===== config.mk =====
export PLATFORM = sky130hd
export DESIGN_NAME = stacked_boxcar_waveform_flat
export DESIGN_NICKNAME = d
export VERILOG_FILES = /design/src/rtl/sbw_pkg.sv /design/src/rtl/sbw_if.sv /design/src/rtl/sbw_ctrl.sv /design/src/rtl/sbw_datapath.sv /design/src/rtl/stacked_boxcar_waveform.sv /design/src/flat_wrapper.sv
export SDC_FILE = /design/constraint.sdc
export NUM_CORES = 2
export LEC_CHECK = 0
export ABC_CLOCK_PERIOD_IN_PS = 15140
export BUFFER_PORTS_ARGS = -buffer_cell sky130_fd_sc_hd__buf_2
export CORE_MARGIN = 2
export CORE_UTILIZATION = 45
export CTS_CLUSTER_DIAMETER = 60
export DETAILED_ROUTE_END_ITERATION = 8
export PLACE_DENSITY = 0.72
export SYNTH_ARGS = -nofsm -noshare
export SYNTH_HDL_FRONTEND = slang
export SYNTH_SLANG_ARGS = --single-unit

===== constraint.sdc =====
create_clock -name clk -period 15.14 [get_ports clk]
set_clock_uncertainty 0.05 [all_clocks]
set_input_delay 3.028 -clock clk [delete_from_list [all_inputs] [get_ports clk]]
set_output_delay 3.028 -clock clk [all_outputs]
set_load 0.05 [all_outputs]

===== src/rtl/sbw_pkg.sv =====
`default_nettype none

package sbw_pkg;

	// Fixed field widths of the channels and the configuration port.
	localparam int TIME_W      = 32;
	localparam int RATE_W      = 32;
	localparam int DRIVE_W     = 18;
	localparam int CFG_DATA_W  = 64;
	localparam int REG_IDX_W   = 3;
	localparam int COUNT_W     = 3;
	localparam int FIELD_W     = 16;
	localparam int NUM_FIELDS  = 4;
	localparam int WIN_IDX_W   = 2;

	// Configuration register indexes.
	typedef enum logic [REG_IDX_W-1:0] {
		REG_CYCLE_RATE     = 3'd0,
		REG_ACTIVE_WINDOWS = 3'd1,
		REG_WINDOW_STARTS  = 3'd2,
		REG_WINDOW_WIDTHS  = 3'd3,
		REG_WINDOW_HEIGHTS = 3'd4
	} sbw_reg_t;

	// Controller states.
	typedef enum logic {
		S_IDLE,
		S_SCAN
	} sbw_state_t;

	// Commands from the controller to the datapath.
	typedef struct packed {
		logic                 load_phase;
		logic                 acc_en;
		logic                 load_out;
		logic [WIN_IDX_W-1:0] win_idx;
	} sbw_cmd_t;

	// Status from the datapath to the controller.
	typedef struct packed {
		logic [COUNT_W-1:0] win_count;
	} sbw_status_t;

endpackage

`default_nettype wire


===== src/rtl/sbw_if.sv =====
`default_nettype none

// Input channel: one time value per beat.
interface sbw_time_if;
	logic                          valid;
	logic                          ready;
	logic [sbw_pkg::TIME_W-1:0]    sim_time;

	modport source (output valid, output sim_time, input ready);
	modport sink   (input valid, input sim_time, output ready);
endinterface

// Output channel: one drive value per beat.
interface sbw_drive_if;
	logic                              valid;
	logic                              ready;
	logic signed [sbw_pkg::DRIVE_W-1:0] drive_value;

	modport source (output valid, output drive_value, input ready);
	modport sink   (input valid, input drive_value, output ready);
endinterface

`default_nettype wire


===== src/rtl/sbw_ctrl.sv =====
`default_nettype none

module sbw_ctrl (
	input  wire logic                clk,
	input  wire logic                arst_n,
	input  wire logic                in_valid,
	output logic                     in_ready,
	output logic                     out_valid,
	input  wire logic                out_ready,
	input  wire sbw_pkg::sbw_status_t status,
	output sbw_pkg::sbw_cmd_t        cmd
);

	sbw_pkg::sbw_state_t               state_q, state_d;
	logic [sbw_pkg::WIN_IDX_W-1:0]     cnt_q, cnt_d;
	logic [sbw_pkg::WIN_IDX_W-1:0]     last_idx;
	logic [sbw_pkg::COUNT_W-1:0]       count_m1;
	logic                              out_valid_q;
	logic                              out_free;
	logic                              last;

	// At least one sweep step runs, so an empty stack still yields a zero result.
	assign count_m1 = status.win_count - sbw_pkg::COUNT_W'(1);
	assign last_idx = (status.win_count == '0) ? '0 : count_m1[sbw_pkg::WIN_IDX_W-1:0];
	assign last     = (cnt_q == last_idx);
	assign out_free = !out_valid_q || out_ready;

	// Next state and commands.
	always_comb begin
		state_d        = state_q;
		cnt_d          = cnt_q;
		cmd.load_phase = 1'b0;
		cmd.acc_en     = 1'b0;
		cmd.load_out   = 1'b0;
		cmd.win_idx    = cnt_q;
		in_ready       = 1'b0;
		case (state_q)
			sbw_pkg::S_IDLE: begin
				in_ready = 1'b1;
				if (in_valid) begin
					cmd.load_phase = 1'b1;
					cnt_d          = '0;
					state_d        = sbw_pkg::S_SCAN;
				end
			end
			sbw_pkg::S_SCAN: begin
				if (!last) begin
					cmd.acc_en = 1'b1;
					cnt_d      = cnt_q + sbw_pkg::WIN_IDX_W'(1);
				end else if (out_free) begin
					cmd.load_out = 1'b1;
					cnt_d        = '0;
					state_d      = sbw_pkg::S_IDLE;
				end
			end
			default: begin
				state_d = sbw_pkg::S_IDLE;
				cnt_d   = '0;
			end
		endcase
	end

	// State, sweep counter and output-valid registers.
	always_ff @(posedge clk or negedge arst_n) begin
		if (!arst_n) begin
			state_q     <= sbw_pkg::S_IDLE;
			cnt_q       <= '0;
			out_valid_q <= 1'b0;
		end else begin
			state_q <= state_d;
			cnt_q   <= cnt_d;
			if (cmd.load_out) begin
				out_valid_q <= 1'b1;
			end else if (out_ready) begin
				out_valid_q <= 1'b0;
			end
		end
	end

	assign out_valid = out_valid_q;

endmodule

`default_nettype wire


===== src/rtl/sbw_datapath.sv =====
`default_nettype none

module sbw_datapath #(
	parameter int STACK_DEPTH = 4,
	parameter int PHASE_BITS  = 16
) (
	input  wire logic                                clk,
	input  wire logic                                arst_n,
	input  wire logic                                wr_en,
	input  wire logic [sbw_pkg::REG_IDX_W-1:0]       wr_index,
	input  wire logic [sbw_pkg::CFG_DATA_W-1:0]      wr_data,
	input  wire logic [sbw_pkg::TIME_W-1:0]          sim_time,
	input  wire sbw_pkg::sbw_cmd_t                   cmd,
	output sbw_pkg::sbw_status_t                     status,
	output logic signed [sbw_pkg::DRIVE_W-1:0]       drive_value
);

	logic [sbw_pkg::RATE_W-1:0]                     cycle_rate_q;
	logic [sbw_pkg::COUNT_W-1:0]                    active_q;
	logic [sbw_pkg::CFG_DATA_W-1:0]                 starts_q;
	logic [sbw_pkg::CFG_DATA_W-1:0]                 widths_q;
	logic [sbw_pkg::CFG_DATA_W-1:0]                 heights_q;

	logic [sbw_pkg::TIME_W-1:0]                     phase_full;
	logic [PHASE_BITS-1:0]                          phase_q;
	logic signed [sbw_pkg::DRIVE_W-1:0]             acc_q;
	logic signed [sbw_pkg::DRIVE_W-1:0]             acc_next;
	logic signed [sbw_pkg::DRIVE_W-1:0]             drive_q;

	logic [sbw_pkg::FIELD_W-1:0]                    start_f, width_f, height_f;
	logic [PHASE_BITS-1:0]                          win_s, win_w;
	logic [PHASE_BITS:0]                            win_e;
	logic                                           hit;
	logic                                           in_use;
	logic signed [sbw_pkg::DRIVE_W-1:0]             contrib;

	// Configuration registers.
	always_ff @(posedge clk or negedge arst_n) begin
		if (!arst_n) begin
			cycle_rate_q <= '0;
			active_q     <= '0;
			starts_q     <= '0;
			widths_q     <= '0;
			heights_q    <= '0;
		end else if (wr_en) begin
			case (wr_index)
				sbw_pkg::REG_CYCLE_RATE:     cycle_rate_q <= wr_data[sbw_pkg::RATE_W-1:0];
				sbw_pkg::REG_ACTIVE_WINDOWS: active_q     <= wr_data[sbw_pkg::COUNT_W-1:0];
				sbw_pkg::REG_WINDOW_STARTS:  starts_q     <= wr_data;
				sbw_pkg::REG_WINDOW_WIDTHS:  widths_q     <= wr_data;
				sbw_pkg::REG_WINDOW_HEIGHTS: heights_q    <= wr_data;
				default: begin
				end
			endcase
		end
	end

	// Window count, clamped to the stack depth.
	assign status.win_count = (active_q > sbw_pkg::COUNT_W'(STACK_DEPTH))
		? sbw_pkg::COUNT_W'(STACK_DEPTH) : active_q;

	// Phase: low product bits, of which the top PHASE_BITS are compared.
	assign phase_full = sbw_pkg::TIME_W'(sim_time * cycle_rate_q);

	// Select the window under test.
	assign start_f  = starts_q[cmd.win_idx*sbw_pkg::FIELD_W +: sbw_pkg::FIELD_W];
	assign width_f  = widths_q[cmd.win_idx*sbw_pkg::FIELD_W +: sbw_pkg::FIELD_W];
	assign height_f = heights_q[cmd.win_idx*sbw_pkg::FIELD_W +: sbw_pkg::FIELD_W];
	assign win_s    = start_f[sbw_pkg::FIELD_W-1 -: PHASE_BITS];
	assign win_w    = width_f[sbw_pkg::FIELD_W-1 -: PHASE_BITS];
	assign win_e    = {1'b0, win_s} + {1'b0, win_w};

	// Open-interval test; a window whose end runs past the end of the phase cycle wraps.
	always_comb begin
		if (!win_e[PHASE_BITS]) begin
			hit = (phase_q > win_s) && ({1'b0, phase_q} < win_e);
		end else begin
			hit = (phase_q < win_e[PHASE_BITS-1:0]) || (phase_q > win_s);
		end
	end

	assign in_use   = ({1'b0, cmd.win_idx} < status.win_count);
	assign contrib  = (hit && in_use)
		? sbw_pkg::DRIVE_W'($signed(height_f)) : '0;
	assign acc_next = acc_q + contrib;

	// Phase, accumulator and result registers.
	always_ff @(posedge clk) begin
		if (cmd.load_phase) begin
			phase_q <= phase_full[sbw_pkg::TIME_W-1 -: PHASE_BITS];
			acc_q   <= '0;
		end else if (cmd.acc_en) begin
			acc_q <= acc_next;
		end
		if (cmd.load_out) begin
			drive_q <= acc_next;
		end
	end

	assign drive_value = drive_q;

endmodule

`default_nettype wire


===== src/rtl/stacked_boxcar_waveform.sv =====
`default_nettype none

// Stacked boxcar waveform generator. Each time beat is multiplied by cycle_rate; the low
// 32 product bits are the cycle phase, of which the top PHASE_BITS are compared against
// up to STACK_DEPTH windows (start, width, signed height; a window running past the end
// of the cycle wraps). The result beat carries the sum of the heights of all windows
// whose open interval holds the phase. The multiply is registered as the time beat is
// taken, then one window is tested per cycle by a single shared compare unit (the last
// one waits while the output register is full); max(N, 1) windows are swept, N being
// active_windows clamped to STACK_DEPTH. A finished result waits in an output register
// while the next time beat is taken. Configuration writes belong to idle periods.
module stacked_boxcar_waveform #(
	parameter int STACK_DEPTH = 4,
	parameter int PHASE_BITS  = 16
) (
	input  wire logic                           clk,
	input  wire logic                           arst_n,
	input  wire logic                           wr_en,
	input  wire logic [sbw_pkg::REG_IDX_W-1:0]  wr_index,
	input  wire logic [sbw_pkg::CFG_DATA_W-1:0] wr_data,
	sbw_time_if.sink                            time_in,
	sbw_drive_if.source                         drive_out
);

	sbw_pkg::sbw_cmd_t    cmd;
	sbw_pkg::sbw_status_t status;

	// Sequencer.
	sbw_ctrl u_ctrl (
		.clk       (clk),
		.arst_n    (arst_n),
		.in_valid  (time_in.valid),
		.in_ready  (time_in.ready),
		.out_valid (drive_out.valid),
		.out_ready (drive_out.ready),
		.status    (status),
		.cmd       (cmd)
	);

	// Registers, multiplier, window compare and accumulator.
	sbw_datapath #(
		.STACK_DEPTH (STACK_DEPTH),
		.PHASE_BITS  (PHASE_BITS)
	) u_datapath (
		.clk         (clk),
		.arst_n      (arst_n),
		.wr_en       (wr_en),
		.wr_index    (wr_index),
		.wr_data     (wr_data),
		.sim_time    (time_in.sim_time),
		.cmd         (cmd),
		.status      (status),
		.drive_value (drive_out.drive_value)
	);

`ifndef SYNTH
	// Only one item is in flight: a taken beat closes the input for the next cycle.
	a_one_in_flight: assert property (@(posedge clk) disable iff (!arst_n)
		(time_in.valid && time_in.ready) |=> !time_in.ready)
		else $error("input taken while an item is in flight");

	// The result register is loaded only when its previous beat is gone or leaving.
	a_no_overwrite: assert property (@(posedge clk) disable iff (!arst_n)
		cmd.load_out |-> (!drive_out.valid || drive_out.ready))
		else $error("pending result overwritten");

	// The clamped window count never exceeds the stack depth.
	a_count_clamped: assert property (@(posedge clk) disable iff (!arst_n)
		status.win_count <= sbw_pkg::COUNT_W'(STACK_DEPTH))
		else $error("window count above stack depth");
`endif

endmodule

`default_nettype wire


===== src/flat_wrapper.sv =====
// flat-port wrapper written by rule: the top's interface ports become plain ports
module stacked_boxcar_waveform_flat 
#(
	parameter int STACK_DEPTH = 4,
	parameter int PHASE_BITS  = 16
)
  (clk, arst_n, wr_en, wr_index, wr_data, time_in_valid, time_in_sim_time, time_in_ready, drive_out_valid, drive_out_drive_value, drive_out_ready);
  sbw_time_if time_in_i ();
  sbw_drive_if drive_out_i ();
  input  wire logic clk;
  input  wire logic arst_n;
  input  wire logic wr_en;
  input  wire logic [sbw_pkg::REG_IDX_W-1:0] wr_index;
  input  wire logic [sbw_pkg::CFG_DATA_W-1:0] wr_data;
  input wire logic [$bits(time_in_i.valid)-1:0] time_in_valid;
  input wire logic [$bits(time_in_i.sim_time)-1:0] time_in_sim_time;
  output wire logic [$bits(time_in_i.ready)-1:0] time_in_ready;
  output wire logic [$bits(drive_out_i.valid)-1:0] drive_out_valid;
  output wire logic [$bits(drive_out_i.drive_value)-1:0] drive_out_drive_value;
  input wire logic [$bits(drive_out_i.ready)-1:0] drive_out_ready;
  assign time_in_i.valid = time_in_valid;
  assign time_in_i.sim_time = time_in_sim_time;
  assign time_in_ready = time_in_i.ready;
  assign drive_out_valid = drive_out_i.valid;
  assign drive_out_drive_value = drive_out_i.drive_value;
  assign drive_out_i.ready = drive_out_ready;
  stacked_boxcar_waveform #(.STACK_DEPTH(STACK_DEPTH), .PHASE_BITS(PHASE_BITS)) u_core (.clk(clk), .arst_n(arst_n), .wr_en(wr_en), .wr_index(wr_index), .wr_data(wr_data), .time_in(time_in_i), .drive_out(drive_out_i));
endmodule

---- Yosys cells after proc, flatten, opt, wreduce, memory -nomap -nowiden ----
Index checks and enable logic that the tools add are counted.
word-level totals
  flip-flop bits (word level) ............. 283
  input port bits ......................... 104
  output and inout port bits .............. 20
  logic and storage cells ................. 66
operators by class
  add/sub/neg operators ................... 4
  multiply operators ...................... 1
  order comparisons ....................... 5
  equality and inequality tests ........... 7
  shift operators ......................... 3
  muxes and demuxes ....................... 20
  bitwise gates (word level) .............. 1
  reduce and logical (&&, ||, !) cells .... 14
operator list
  operator             count
  $shiftx 64x7->16     3
  $mul 32x32->32       1
  $add 18x18->18       1
  $mux 18              1
  $add 16x16->17       1
  $lt 16x17->1         1
  $gt 16x16->1         1
  $lt 16x16->1         1
  $reduce_and 2->1     6
  $mux 1               11
  $mux 2               5
  $eq 3x2->1 const B   2
  $logic_not 3->1      2
  $pmux 2 s2           1
  $eq 3x1->1 const B   1
  $eq 3x3->1 const B   1
  $gt 3x3->1 const B   1
  $lt 2x3->1           1
  $mux 3               1
  $ne 3x3->1 const B   1
  $add 2x1->2 const B  1
  $eq 2x2->1           1
  $logic_and 1x1->1    2
  $logic_or 1x1->1     2
  other kinds (6)      6

---- Logic depth before layout (Yosys ltp) ----
  word-level depth ........................ 8
  gate-level depth with buffers ........... 35
  depth with buffers taken out ............ 32

---- Modules after synthesis ----
Synthesis repeated with hierarchy kept, for this count alone.
unflattened totals
  cell total of the unflattened synthesis .. 2,776
  area total of the unflattened synthesis .. 29,193.0 sq um
by module, submodules not included
  module        instances  cells each  area each (sq um)  sequential area each (sq um)
  sbw_datapath  1          2,739       28,856.4           7,061.8
  sbw_ctrl      1          37          336.6              100.1

---- Least setup slack after synthesis ----
OpenSTA, ideal clock, no wires.
  kind .................................... input -> register
  from .................................... input time_in_sim_time[13]
  to ...................................... register u_core.u_datapath.phase_q[15], data pin
  library setup time ...................... 260 ps
  data arrival time ....................... 9,100 ps
  required time ........................... 14,830 ps
  path slack .............................. 5,730 ps
  stages on the path ...................... 24
  buffers on the path ..................... 2
  cell sequence ........................... clkbuf_1 > clkbuf_1 > nand2_1 > fa_1 > inv_1 > fa_1 > inv_1 > fa_1 > inv_1 > fa_1 > inv_1 > fa_1 > fa_1 > inv_1 > fa_1 > fa_1 > xor2_1 > xnor2_1 > xnor2_1 > xnor2_1 > xnor2_1 > xnor2_1 > xnor2_1 > xnor2_1
on the way
  longest elaborated chain between the ends .. 1
ends and longest elaborated chain
  item                                       RTL line            source
  start: declaration                         flat_wrapper.sv:16  input wire logic [$bits(time_in_i.sim_time)-1:0] time_in_sim_time;
  $mul 32x32->32                             sbw_datapath.sv:63  assign phase_full = sbw_pkg::TIME_W'(sim_time * cycle_rate_q);
  net u_core.u_datapath.phase_full, one bit  sbw_datapath.sv:24  logic [sbw_pkg::TIME_W-1:0] phase_full;
  end signal: assignment                     sbw_datapath.sv:90  phase_q <= phase_full[sbw_pkg::TIME_W-1 -: PHASE_BITS];
  end: declaration                           sbw_datapath.sv:25  logic [PHASE_BITS-1:0] phase_q;
The timed path passes the listed nets, and every way through them passes these cells.
A chain may end at the register's enable or synchronous reset.

---- Worst setup path after layout ----
  from .................................... input time_in_sim_time[8]
  to ...................................... register u_core.u_datapath.phase_q[14], data pin
Same word-level chain as after synthesis.

==> impl_metrics.ini <==
[detailed_routing]
ant_nets = 0
wl_um = 72200
drtPass1Iterations = 5
routed_via_density = 5.31
drc = 0
routedWlPerCell_um = 19.6
drt_iter0_drc = 1225
dr_total_vias = 19545

[clock_network]
ctsHoldBuffers = 0
postCtsSetupBuffers = 0
ctsResizeCount = 0
clock_latency_ns = 0.57
numCtsBuffers = 29
htreeDepth = 1
cts_buffer_depth = 3
cts_root_buffer = clkbuf_16
clkTransAtPathRegs_ns = 0.06
cts_sinks = 283
tritoncts = built

[yosys]
syn-num-nets = 3456
synth.avg_cell_area_um2 = 10.5
ys_ff_latch = 283
synth_ff_type = dfrtp_1
synth_top_family_by_area = adder cells
synth.distinct_cells = 67
syn_area_um2 = 29000
synth.area.mux_share_pct = 12.6
synth_cells = 2758
async_reset_ff_share_pct = 81.6
synth_xor_area_share_pct = 3.26
yosysSeqAreaShare_pct = 24.7
synth_fa_ha_area_share_pct = 36.2
yosys.area_share.simple_pct = 11.3
synth_edf_count = 34
synth_compound_area_share_pct = 3.46
yosysWarnings = 0

[layout]
drive_above_1_share_pct = 17.3
fin_util_pct = 49.0
syn2layout_area_growth_pct = 8.22
fin_nets = 3497

[setup_path]
cpMostUsedCell = fa_1
r2r_setup_slack_ns = 6.86
worstPathArrival_ns = 9.56
critPathSlowestCell = fa_1
cp_data_required_time_ns = 15.41
startpoint_type = input pin
timing.rr.end = u_core.u_datapath.acc_q[16]$_SDFFE_PP0P_
slowest_delay_ns = 0.57
cp-end-kind = flip-flop
cp_max_fo = 24
path_class = in2reg
r2r_cells = 31
r2r_start = u_core.u_ctrl.cnt_q[0]$_DFFE_PN0P_

[grt]
grt_usage_pct = 22.4
grt_pass1_wl_um = 117000
grt_pass1_vias = 21227
antenna_found_initial = 9
gr-total-overflow = 0
grt_max_degree = 84

[sta]
slew_headroom_pct = 17.7
timing.final.ws_setup_ns = 5.85
tightest_slew_ns = 1.23
fin_crit_sh_pct = 61.3
finalSetupTns_ns = 0
fmax_mhz = 108
rsz0062_at_grt = no
timing.final.max_slew_violations = 0
worst_hold_slack_ns = 0.413
finalSetupViolCount = 0
post-route-min-period_ns = 9.29
final-hold-violation-count = 0

[min_path]
hold_depth = 2
min-delay-path-class = reg2reg
hold_end = u_core.u_datapath.acc_q[4]$_SDFFE_PP0P_
min_from = u_core.u_datapath.acc_q[4]$_SDFFE_PP0P_

[placed_design]
place.gp.congestion = 0.874
preCtsSetupSlack_ns = 5.27
io_buffers = 123
place_hpwl_um = 55400

[floorplan]
fp.dieW_um = 258
core.rowCount = 93
start_util_pct = 45.3
die_y_um = 258
core_um2 = 64100
pin_count = 124
dieArea_um2 = 66600

[job]
drv_cap = 0

[outcome]
status = completed
==> critical path: cells and delay by family <==
family	cells	cell delay, ns
fa+ha+maj	9	3.84
compound gates	7	1.33
buf+inv	6	0.68
simple gates	2	0.58
xor+xnor	1	0.08
==> layer usage <==
layer	global-route usage (%)	part of all wire (%)	vias to the layer above
li1	-	-	8668
met1	30.3	42	10117
met2	36.9	48	629
met3	4.41	7.6	127
met4	6.09	2.7	4
met5	0	0.040	-
==> cell usage after synthesis, types with 2 or more instances <==
| cell | instances | share of area [%] |
|---|---|---|
| buf_2 | 5 | 0.086 |
| a211oi_1 | 8 | 0.21 |
| inv_1 | 523 | 6.8 |
| a211o_1 | 2 | 0.060 |
| nor2b_1 | 24 | 0.52 |
| or3_1 | 9 | 0.19 |
| mux4_2 | 47 | 3.6 |
| nand2_1 | 389 | 5.0 |
| o21bai_1 | 6 | 0.16 |
| a31o_2 | 2 | 0.060 |
| a21oi_1 | 53 | 0.91 |
| buf_1 | 5 | 0.065 |
| clkbuf_1 | 124 | 1.6 |
| a22o_1 | 2 | 0.060 |
| and3_1 | 6 | 0.13 |
| o41ai_1 | 2 | 0.060 |
| nand2b_1 | 9 | 0.19 |
| a21o_1 | 19 | 0.49 |
| and2_1 | 180 | 3.9 |
| dfxtp_1 | 18 | 1.2 |
| edfxtp_1 | 34 | 3.5 |
| o21a_1 | 7 | 0.18 |
| nor3b_1 | 2 | 0.052 |
| fa_1 | 409 | 28 |
| o21ai_1 | 3 | 0.052 |
| nand4_1 | 8 | 0.17 |
| nor3_1 | 11 | 0.19 |
| o31ai_1 | 3 | 0.078 |
| nor2_1 | 19 | 0.25 |
| dfrtp_1 | 231 | 20 |
| nand3_1 | 14 | 0.24 |
| ha_1 | 185 | 8.0 |
| o21ai_0 | 26 | 0.45 |
| mux2i_1 | 3 | 0.10 |
| a21o_2 | 2 | 0.060 |
| xnor2_1 | 79 | 2.4 |
| mux2_2 | 227 | 8.8 |
| nor4bb_1 | 2 | 0.069 |
| nand4b_1 | 2 | 0.060 |
| and4_1 | 2 | 0.060 |
| xor2_1 | 29 | 0.87 |
| a21oi_2 | 2 | 0.060 |
==> logic make-up (layout without fill, tap and decap cells) <==
logic type               Yosys count  count (layout)
flip-flops                       283             283
XOR/XNOR                         108             108
adder cells (fa/ha/maj)          594             594
other                              0               5
buffers and inverters            659             723
AND/OR/NAND/NOR                  686             686
multiplexers                     277             277
AO/OA/AOI/OAI                    151             151
==> worst max path at each step <==
stage	to	cells past startpoint	slack, ns	from
6_report	u_core.u_datapath.phase_q[14]$_DFFE_PP_	25	5.85	time_in_sim_time[8]
5_1_grt	u_core.u_datapath.phase_q[14]$_DFFE_PP_	25	5.58	time_in_sim_time[7]
4_1_cts	u_core.u_datapath.phase_q[14]$_DFFE_PP_	25	5.85	time_in_sim_time[7]
3_5_place_dp	u_core.u_datapath.phase_q[14]$_DFFE_PP_	25	5.27	time_in_sim_time[7]
3_3_place_gp	u_core.u_datapath.phase_q[14]$_DFFE_PP_	25	5.42	time_in_sim_time[7]
2_1_floorplan	u_core.u_datapath.phase_q[15]$_DFFE_PP_	24	5.73	time_in_sim_time[13]
==> layout by cell type (no fill, tap or decap), types with 5 or more instances in the layout <==
cell and count:
ha_1 185, or3_1 9, nor3_1 10, and2_1 180, dfrtp_1 229, buf_4 21
clkinv_2 5, xor2_1 29, nand2b_1 9, clkbuf_1 6, clkbuf_8 6, nand3_1 14
and3_1 6, xnor2_1 79, nor2b_1 24, buf_2 122, mux4_2 47, o21a_1 7
clkbuf_16 29, nand2_1 389, a21o_1 19, nand4_1 8, a21oi_1 53, o21ai_0 26
mux2_2 227, edfxtp_1 34, nor2_1 19, a211oi_1 8, diode_2 5, fa_1 409
inv_1 523, o21bai_1 6, dfxtp_1 18
==> through the flow <==
| stage | cell area (µm²) | instances |
|---|---|---|
| floorplan | 29000 | 2758 |
| global placement | 30400 | 3623 |
| detailed placement | 30400 | 3623 |
| CTS | 31400 | 3677 |
| global route | 31400 | 3681 |
| finish | 31400 | 3682 |
==> state kept, by name, indices dropped and copies added (netlist names) <==
register and cells:
u_core.u_datapath.acc_q 18, u_core.u_datapath.widths_q 64, u_core.u_datapath.drive_value 18, u_core.u_ctrl.state_q 1
u_core.u_datapath.active_q 3, u_core.u_ctrl.out_valid 1, u_core.u_ctrl.cnt_q 2, u_core.u_datapath.heights_q 64
u_core.u_datapath.cycle_rate_q 32, u_core.u_datapath.phase_q 16, u_core.u_datapath.starts_q 64
==> final cells by class <==
class,instances,area [µm²]
Clock inverter,13,169
Sequential cell,283,7170
Multi-Input combinational cell,1816,19400
Clock buffer,41,831
Antenna cell,5,12.5
Tap cell,855,1070
Timing Repair Buffer,144,783
Inverter,525,1970
Fill cell,5763,32700
Power is left out: the tool's default activity adds up to more than one toggle a clock period on the data nets, which glitch-free logic cannot reach.
